<file path="config.mk">
export PLATFORM = sky130hd
export DESIGN_NAME = uomap_ctrl
export DESIGN_NICKNAME = d
export VERILOG_FILES = /design/src/hdl/uomap_pkg.sv /design/src/hdl/uomap_ctrl.sv
export SDC_FILE = /design/constraint.sdc
export NUM_CORES = 1
export LEC_CHECK = 0
export CAP_MARGIN = 25
export CORE_AREA = 4 4 41 43
export CTS_CLUSTER_DIAMETER = 200
export DETAILED_ROUTE_END_ITERATION = 6
export DIE_AREA = 0 0 45 47
export DONT_BUFFER_PORTS = 1
export SYNTH_ARGS = -nofsm -noshare
export SYNTH_HDL_FRONTEND = slang
export SYNTH_SLANG_ARGS = --single-unit
</file>
<file path="constraint.sdc">
create_clock -name aclk -period 2.6 [get_ports aclk]
set_input_delay 0.13 -clock aclk [delete_from_list [all_inputs] [get_ports aclk]]
set_output_delay 0.13 -clock aclk [all_outputs]
set_load 0.05 [all_outputs]
</file>
<file path="src/hdl/uomap_pkg.sv">
// Shared types, constants and decode functions of the UTF-8/UTF-16 offset mapper.
package uomap_pkg;

    localparam int OP_W     = 2;
    localparam int BYTE_W   = 8;
    localparam int OFS_W    = 13;
    localparam int UNIT_W   = OFS_W + 1;
    localparam int S_DATA_W = 24;
    localparam int M_DATA_W = 16;

    localparam logic [OP_W-1:0] OP_CLEAR  = 2'd0;
    localparam logic [OP_W-1:0] OP_APPEND = 2'd1;
    localparam logic [OP_W-1:0] OP_QUERY  = 2'd2;

    localparam logic [BYTE_W-1:0] CONT_LO = 8'h80;
    localparam logic [BYTE_W-1:0] CONT_HI = 8'hBF;

    typedef enum logic [2:0] {
        S_IDLE,
        S_QCHK,
        S_LOOP,
        S_LEAD,
        S_CONT,
        S_RESP
    } state_t;

    typedef enum logic [1:0] {
        RES_ZERO,
        RES_CURSOR,
        RES_START
    } res_src_t;

    typedef enum logic [1:0] {
        LEAD_ASCII,
        LEAD_MULTI,
        LEAD_BAD
    } lead_kind_t;

    typedef struct packed {
        logic     clear;
        logic     append;
        logic     latch_target;
        logic     issue_lead;
        logic     lead_accept;
        logic     ascii_commit;
        logic     cont_next;
        logic     cp_commit;
        logic     invalidate;
        logic     res_load;
        logic     res_status;
        res_src_t res_src;
        logic     out_load;
    } ctrl_cmd_t;

    typedef struct packed {
        logic [OP_W-1:0] in_op;
        logic            store_full;
        logic            invalid;
        logic            target_behind;
        logic            walk_more;
        logic            at_target;
        lead_kind_t      lead_kind;
        logic            too_short;
        logic            cont_ok;
        logic            cont_last;
        logic            pair_split;
        logic            out_free;
    } dp_stat_t;

    // Sequence length from the lead byte; zero marks an illegal lead.
    function automatic logic [2:0] lead_len(input logic [BYTE_W-1:0] b);
        logic [2:0] n;
        n = 3'd0;
        if (b < 8'h80) begin
            n = 3'd1;
        end else if (b >= 8'hC2 && b <= 8'hDF) begin
            n = 3'd2;
        end else if (b >= 8'hE0 && b <= 8'hEF) begin
            n = 3'd3;
        end else if (b >= 8'hF0 && b <= 8'hF4) begin
            n = 3'd4;
        end
        return n;
    endfunction

    // Narrowed range of the first continuation byte (overlong and surrogate guards).
    function automatic logic [BYTE_W-1:0] lead_lo(input logic [BYTE_W-1:0] b);
        logic [BYTE_W-1:0] v;
        v = CONT_LO;
        if (b == 8'hE0) begin
            v = 8'hA0;
        end else if (b == 8'hF0) begin
            v = 8'h90;
        end
        return v;
    endfunction

    function automatic logic [BYTE_W-1:0] lead_hi(input logic [BYTE_W-1:0] b);
        logic [BYTE_W-1:0] v;
        v = CONT_HI;
        if (b == 8'hED) begin
            v = 8'h9F;
        end else if (b == 8'hF4) begin
            v = 8'h8F;
        end
        return v;
    endfunction

endpackage

</file>
<file path="src/hdl/uomap_ctrl.sv">
// Controller state machine of the offset mapper: sequences appends, clears and the query walk.
module uomap_ctrl (
    input  logic                  aclk,
    input  logic                  aresetn,
    input  logic                  s_tvalid,
    output logic                  s_tready,
    input  uomap_pkg::dp_stat_t   stat,
    output uomap_pkg::ctrl_cmd_t  cmd
);
    import uomap_pkg::*;

    state_t state_reg;
    state_t state_next;

    always_ff @(posedge aclk) begin
        if (!aresetn) begin
            state_reg <= S_IDLE;
        end else begin
            state_reg <= state_next;
        end
    end

    assign s_tready = (state_reg == S_IDLE);

    always_comb begin
        state_next = state_reg;
        unique case (state_reg)
            S_IDLE: begin
                if (s_tvalid) begin
                    if (stat.in_op == OP_QUERY) begin
                        state_next = S_QCHK;
                    end else begin
                        state_next = S_RESP;
                    end
                end
            end
            S_QCHK: begin
                if (stat.invalid || stat.target_behind) begin
                    state_next = S_RESP;
                end else begin
                    state_next = S_LOOP;
                end
            end
            S_LOOP: begin
                if (stat.walk_more) begin
                    state_next = S_LEAD;
                end else begin
                    state_next = S_RESP;
                end
            end
            S_LEAD: begin
                unique case (stat.lead_kind)
                    LEAD_ASCII: state_next = S_LOOP;
                    LEAD_MULTI: state_next = stat.too_short ? S_RESP : S_CONT;
                    default:    state_next = S_RESP;
                endcase
            end
            S_CONT: begin
                priority if (!stat.cont_ok) begin
                    state_next = S_RESP;
                end else if (stat.cont_last) begin
                    state_next = stat.pair_split ? S_RESP : S_LOOP;
                end else begin
                    state_next = S_CONT;
                end
            end
            S_RESP: begin
                if (stat.out_free) begin
                    state_next = S_IDLE;
                end
            end
            default: state_next = S_IDLE;
        endcase
    end

    always_comb begin
        cmd = '0;
        cmd.res_src = RES_ZERO;
        unique case (state_reg)
            S_IDLE: begin
                if (s_tvalid) begin
                    unique case (stat.in_op)
                        OP_CLEAR: begin
                            cmd.clear    = 1'b1;
                            cmd.res_load = 1'b1;
                        end
                        OP_APPEND: begin
                            cmd.res_load = 1'b1;
                            if (stat.store_full) begin
                                cmd.invalidate = 1'b1;
                                cmd.res_status = 1'b1;
                            end else begin
                                cmd.append = 1'b1;
                            end
                        end
                        OP_QUERY: begin
                            cmd.latch_target = 1'b1;
                        end
                        default: begin
                            cmd.res_load   = 1'b1;
                            cmd.res_status = 1'b1;
                        end
                    endcase
                end
            end
            S_QCHK: begin
                if (stat.invalid || stat.target_behind) begin
                    cmd.res_load   = 1'b1;
                    cmd.res_status = 1'b1;
                end
            end
            S_LOOP: begin
                priority if (stat.walk_more) begin
                    cmd.issue_lead = 1'b1;
                end else if (stat.at_target) begin
                    cmd.res_load = 1'b1;
                    cmd.res_src  = RES_CURSOR;
                end else begin
                    cmd.invalidate = 1'b1;
                    cmd.res_load   = 1'b1;
                    cmd.res_status = 1'b1;
                end
            end
            S_LEAD: begin
                if (stat.lead_kind == LEAD_ASCII) begin
                    cmd.ascii_commit = 1'b1;
                end else if (stat.lead_kind == LEAD_MULTI && !stat.too_short) begin
                    cmd.lead_accept = 1'b1;
                end else begin
                    cmd.invalidate = 1'b1;
                    cmd.res_load   = 1'b1;
                    cmd.res_status = 1'b1;
                end
            end
            S_CONT: begin
                priority if (!stat.cont_ok) begin
                    cmd.invalidate = 1'b1;
                    cmd.res_load   = 1'b1;
                    cmd.res_status = 1'b1;
                end else if (stat.cont_last) begin
                    cmd.cp_commit = 1'b1;
                    if (stat.pair_split) begin
                        cmd.res_load = 1'b1;
                        cmd.res_src  = RES_START;
                    end
                end else begin
                    cmd.cont_next = 1'b1;
                end
            end
            S_RESP: begin
                cmd.out_load = stat.out_free;
            end
            default: begin
                cmd.res_src = RES_ZERO;
            end
        endcase
    end

endmodule

</file>
# == Yosys cells after proc, flatten, opt, wreduce, memory -nomap -nowiden ==
# Cells that the tools add are included.
# totals
ff_bits,3
input_bits,17
out_inout_bits,15
elab_cells,68
# op_classes
n_eq_ne,10
mux,49
n_reduce_logical,8
# ops
operator,count
$mux W3,13
$mux W1,22
$pmux W3 S6,1
$mux W2,7
$pmux W2 S5,1
$eq A3 B2 Y1 const B,2
$eq A3 B3 Y1 const B,2
$pmux W3 S2,1
$mux W5,1
$eq A2 B1 Y1 const B,2
$logic_not A2 Y1,2
$ne A2 B2 Y1 const B,2
$pmux W1 S4,1
$pmux W2 S2,1
$eq A3 B1 Y1 const B,1
$logic_not A3 Y1,1
$eq A2 B2 Y1 const B,1
$pmux W1 S2,1
$reduce_and A2 Y1,1
$reduce_or A2 Y1,1
$logic_and A1 B1 Y1,1
$logic_not A1 Y1,1
$logic_or A1 B1 Y1,1

# == Logic depth before layout (Yosys ltp) ==
# Gate-level depths: netlist (run 1).
# logic_depth
word_depth,5
ltp_mapped,5

# == Least setup slack after synthesis (run 1) ==
# No wires, ideal clock.
# synth_path
path_type,flip-flop to output port
start,register state_reg[1]
end,output port cmd[4] in the netlist's numbering
arrival_time_ns,2.327
required_time_ns,2.470
setup_slack_ns,0.143
path_stages_with_launch,4
cell_sequence,dfxtp_1 > buf_6 > nor3_1 > a311o_1
# synth_rtl
element,line_no,rtl
"start, declared",uomap_ctrl.sv:12,state_t state_reg;
"start signal, assigned",uomap_ctrl.sv:19,state_reg <= state_next;
"end, declared",uomap_ctrl.sv:8,output uomap_pkg::ctrl_cmd_t cmd

==> results of run 1 <==
## worst register-to-register path: cells and delay by family, from the launching register on
kind / cells / cell delay (ns)
AND/OR/NAND/NOR: 2 / 0.96
flip-flops: 1 / 0.44
AO/OA/AOI/OAI: 2 / 0.27
## area by class of cell
type | instances | area [um2] | share of cell area, %
sequential | 3 | 60.1 | 10.3
tap | 15 | 18.8 | 3.22
multi-input combinational | 57 | 395 | 67.8
timing repair buffer | 11 | 82.6 | 14.2
clock buffer | 4 | 26.3 | 4.51
## stage by stage
stage,cell area [um2],hold slack [ns],cells,setup slack (ns)
6_report,583,0.0265,90,0.321
3_3_place_gp,557,0.260,86,0.593
5_1_grt,583,0.0262,90,0.222
2_1_floorplan,449,0.258,63,0.143
4_1_cts,583,0.0221,90,0.298
3_5_place_dp,557,0.268,86,0.548
## cell families after synthesis
logic type | share of synthesized area [%]
AND/OR/NAND/NOR | 46.2
AO/OA/AOI/OAI | 35.7
flip-flops | 13.4
buffers and inverters | 4.74
## where the power goes
part           leakage, nW  internal [mW]  switching (mW)  total [mW]
Combinational        0.185          0.149           0.316       0.465
Clock               0.0150         0.0575          0.0250      0.0825
Sequential          0.0248         0.0650          0.0688       0.134
Total                0.225          0.272           0.410       0.682
## worst min path at each step
stage	startpoint	endpoint	cells past startpoint
final	aresetn	state_reg[1]	1
after global routing	aresetn	state_reg[1]	1
after CTS	aresetn	state_reg[1]	1
after detailed placement	aresetn	state_reg[1]	1
after global placement	aresetn	state_reg[1]	1
after floorplan	aresetn	state_reg[1]	1
## metal layers
metal	part of all wire, %	wire length, um
met5	0	0
met4	0	0
met3	17	214
met2	43	546
met1	40	516
## Yosys cell counts
master	n
nand2_1	5
nand2b_1	3
nor3b_1	3
buf_2	2
nand3_1	1
o21ai_1	2
o41ai_1	1
and3_1	1
nor4b_1	2
nor2_2	1
o221ai_1	1
or4b_4	1
o22ai_2	1
a21boi_0	1
o22a_1	1
and2_1	2
dfxtp_1	3
a21o_1	1
buf_6	1
o21ai_0	1
nand3b_1	1
or3b_4	1
o21a_1	1
nor3_1	5
o32a_1	1
a311o_1	1
o31a_1	2
nand4b_1	1
nor2_1	7
and2b_1	1
o22ai_1	1
a21oi_1	5
o31ai_1	1
o21bai_1	1
==> reports/qor.csv, run 1 <==
metric;value;unit
die_area;0.00212;mm2
hold_viol;0;
cts_tree;done;
clock-sinks;3;
clock_skew;0.00488;ns
drt_wl_total;1.28;mm
numPortBuffers;0;
slowest_delay;0.81;ns
grt_pass1_vias;513;
synth_top_cell_by_area;dfxtp_1;
row_count;13;
fmax;439;MHz
tightest_slew;0.932;ns
syn_nets;80;
start_util;34.5;%
fin_crit;2.28;ns
hold_buffers;0;
use_met2;19.5;%
cts_inserted_buffers;3;
syn_inst;63;
clockBufferDepth;2;
vias;526;
io_pins;32;
die_w;45;um
setup_viol;0;
yosysUniqueCellTypes;34;
reg2reg_to;state_reg[2];
final_nets;93;
power_leakage;0.225;nW
use_met1;15.6;%
viasPerCell;5.84;
drt_first_iter_violations;4;
crit_type;flop to output pin;
crit_arrival;2.15;ns
finalSetupTns;0;ns
grt_start_max_net_pins;16;
dpl.hpwl;1.04;mm
overflow;0;
r2r_start;state_reg[0];
crit_fanout;15;
grt_first_pass_wirelength;2.04;mm
ir_drop;0.698;mV
crit_chain;nor3_2 -> a311o_1;
yosysSeqAreaShare;13.4;%
crit_buf_inv;0;
grt_usage;12.8;%
place.gp.congestion;0.798;
crit_path_end;cmd[4];
path_clk_slew;0.03;ns
largest_register_ffs;3;
nFillCells;138;
startpoint_type;flop;
worstSkewPairLatency;0.23;ns
r2r_slack;0.87;ns
drive_above_1_share;30.7;%
antenna_left;0;
slew_headroom;37.5;%
slew_viol_final;0;
worst_setup_path_end_kind;output pin;
synth_area;449;um2
core;0.00130;mm2
crit_cells;2;
synth_seq_cells;3;
powerDensity;1170;mW/mm2
crit_start;state_reg[0];
avgSynthCellArea;7.13;um2
grt-busiest-layer;met2;
grt_use_met3;6.13;%
cts_root_buf;clkbuf_4;
wl_per_cell;14.2;um
min_path_type;primary input to flop;
netlist.area_leader.share;13.4;%
required;2.47;ns
synth_area_leaders;dfxtp_1 13%, nor2_1 5.8%, a21oi_1 5.6%;
rsz0062_at_grt;no;
ys_warn_count;0;
cts_max_level;1;
drv_cap;0;
post_cts_buffers;0;
drc;0;
cp_slowest_cell;nor3_2;
die_height;47;um
drt_first_pass_iters;4;
syn_to_final_growth;29.8;%
antenna_cells;0;
final_common_cell;buf_4;
finalCritPeriodShare;87.7;%
final_cell_mix;11 x buf_4, 7 x nor2_1, 5 x a21oi_1, 5 x nand2_1, 4 x nor3_1;
fin_util;44.8;%
total_power;0.682;mW
critPathTopFamily;simple AND/OR/NAND/NOR gates;
run_status;complete, no violations;
reg2reg_depth;4;
antenna_found_initial;0;
cts_resized;0;
Power figures use the tool's default switching activity.
==> run 2, diff against run 1 <==
--- a/config.mk
+++ b/config.mk
@@ -5,6 +5,7 @@
 export SDC_FILE = /design/constraint.sdc
 export NUM_CORES = 1
 export LEC_CHECK = 0
+export ABC_AREA = 1
 export CAP_MARGIN = 25
 export CORE_AREA = 4 4 41 43
 export CTS_CLUSTER_DIAMETER = 200
==> run 2 against run 1 <==
Compared with the run above: non-clock buffer count shrank 3; register-to-register slack gained 0.42 ns; largest power group unchanged; clock skew shrank 0.0020 ns.
==> reports/qor.csv, run 2 <==
metric;value;unit
io_pins;32;
fin_ws;0.875;ns
startpoint_type;flop;
synth_top_cell_by_area;nor2_1;
post_cts_buffers;0;
crit_chain;nor2_2 -> nand2_2 -> nor3b_2;
die_area;0.00212;mm2
final_cell_mix;22 x nor2_1, 14 x nand2_1, 10 x inv_1;
grt_pass1_vias;462;
synth_seq_cells;3;
wl_per_cell;11.1;um
synth-edff-count;0;
async_flop_share;0;%
pwr-share-clk;13.0;%
clock-sinks;3;
start_util;31.5;%
crit_fanout;7;
die_w;45;um
hold_viol;0;
antenna_left;0;
clock_skew;0.00287;ns
grt_first_pass_wirelength;1.88;mm
drt_first_pass_iters;4;
numPortBuffers;0;
synth.most_common_cell;nor2_1;
dp_slack;1.11;ns
crit_type;flop to output pin;
cp_slowest_cell;nor3b_2;
fin_crit;1.73;ns
required;2.47;ns
path_clk_slew;0.04;ns
drive_above_1_share;25.8;%
powerDensity;1230;mW/mm2
yosysSeqAreaShare;14.6;%
grt_usage;12.5;%
setup_viol;0;
avgSynthCellArea;5.07;um2
drt_first_iter_violations;10;
clockBufferDepth;2;
cts_inserted_buffers;3;
seqCellArea;60.1;um2
antenna_found_initial;0;
finalSetupTns;0;ns
critPathTopFamily;simple AND/OR/NAND/NOR gates;
ir_drop;0.503;mV
worst_setup_path_end_kind;output pin;
yosys-top-cells-count;22 x nor2_1, 14 x nand2_1, 10 x inv_1;
holdWs;0.0808;ns
overflow;0;
crit_arrival;1.60;ns
finalCritPeriodShare;66.4;%
cts_resized;0;
synth_area;410;um2
slew_viol_final;0;
tightest_slew;0.892;ns
crit_buf_inv;0;
seq_power_share;14.3;%
final_nets;111;
vias;547;
p_switching;0.421;mW
cts_tree;done;
yosysUniqueCellTypes;17;
largest_register_ffs;3;
internal-power;0.233;mW
cts_root_buf;clkbuf_4;
power_frac_comb;72.7;%
syn_nets;98;
p_sw_share;64.4;%
synth_flop_cell;dfxtp_1;
multi_input_area;315;um2
antenna_cells;0;
worstSkewPairLatency;0.24;ns
dpl.hpwl;1.01;mm
slew_headroom;40.3;%
rsz0062_at_grt;no;
drv_cap;0;
cts_max_level;1;
viasPerCell;5.06;
drt_wl_total;1.19;mm
hold_buffers;0;
slowest_delay;0.71;ns
final_common_cell;nor2_1;
min_path_type;primary input to flop;
drc;0;
row_count;13;
r2r_slack;1.29;ns
die_height;47;um
netlist.area_leader.share;20.1;%
synth_area_leaders;nor2_1 20%, dfxtp_1 15%, nand2_1 13%;
ys_warn_count;0;
run_status;complete, no violations;
place.gp.congestion;0.773;
power_leakage;0.264;nW
fin_util;41.0;%
grt_start_max_net_pins;8;
nFillCells;160;
syn_inst;81;
syn_to_final_growth;29.9;%
core;0.00130;mm2
fmax;580;MHz
==> run 2: path summary, 6_finish.rpt <==
path / from / end / cells after the start
max: state_reg[1] / cmd[2] / 3
min: aresetn / state_reg[0] / 2
max reg2reg: state_reg[2] / state_reg[1] / 6
min reg2reg: state_reg[2] / state_reg[0] / 4
==> run 2: area by class of cell <==
cell class,instances,share of cell area (%)
Timing Repair Buffer,8,11.3
Clock buffer,4,4.93
Tap cell,15,3.52
Inverter,14,9.86
Sequential cell,3,11.3
Multi-Input combinational cell,64,59.2
==> run 2: worst register-to-register path: stages, from the launching register on <==
cell and delay (ns):
dfxtp_1 0.41, inv_2 0.09, nand3_1 0.16, nor2_1 0.06, buf_4 0.19, nor3_1 0.24
nor2_1 0.06
==> run 2: cells by family after synthesis <==
logic type	synth area share [%]
AOI/OAI and AO/OA	14.9
buffers and inverters	12.8
DFF	14.6
and+or+nand+nor	57.6
==> run 2: metal layers <==
layer	global-route usage [%]	share of wire, %
met3	3.45	12
met1	15.2	40
met5	0	0
met2	18.4	46
met4	10.5	2.3
==> run 2: power by group through the flow <==
stage	Sequential, mW	Combinational (mW)	Clock, mW
floorplan	0.0889	0.402	0
global placement	0.0940	0.474	0
detailed placement	0.0940	0.478	0
CTS	0.0932	0.478	0.0910
global route	0.0985	0.518	0.0972
finish	0.0933	0.475	0.0851
==> run 2: stage by stage <==
stage          instance area, um2  power [mW]  std cells
2_1_floorplan                 410       0.491         81
3_3_place_gp                  507       0.568        104
3_5_place_dp                  507       0.572        104
4_1_cts                       533       0.662        108
5_1_grt                       533       0.714        108
6_report                      533       0.654        108
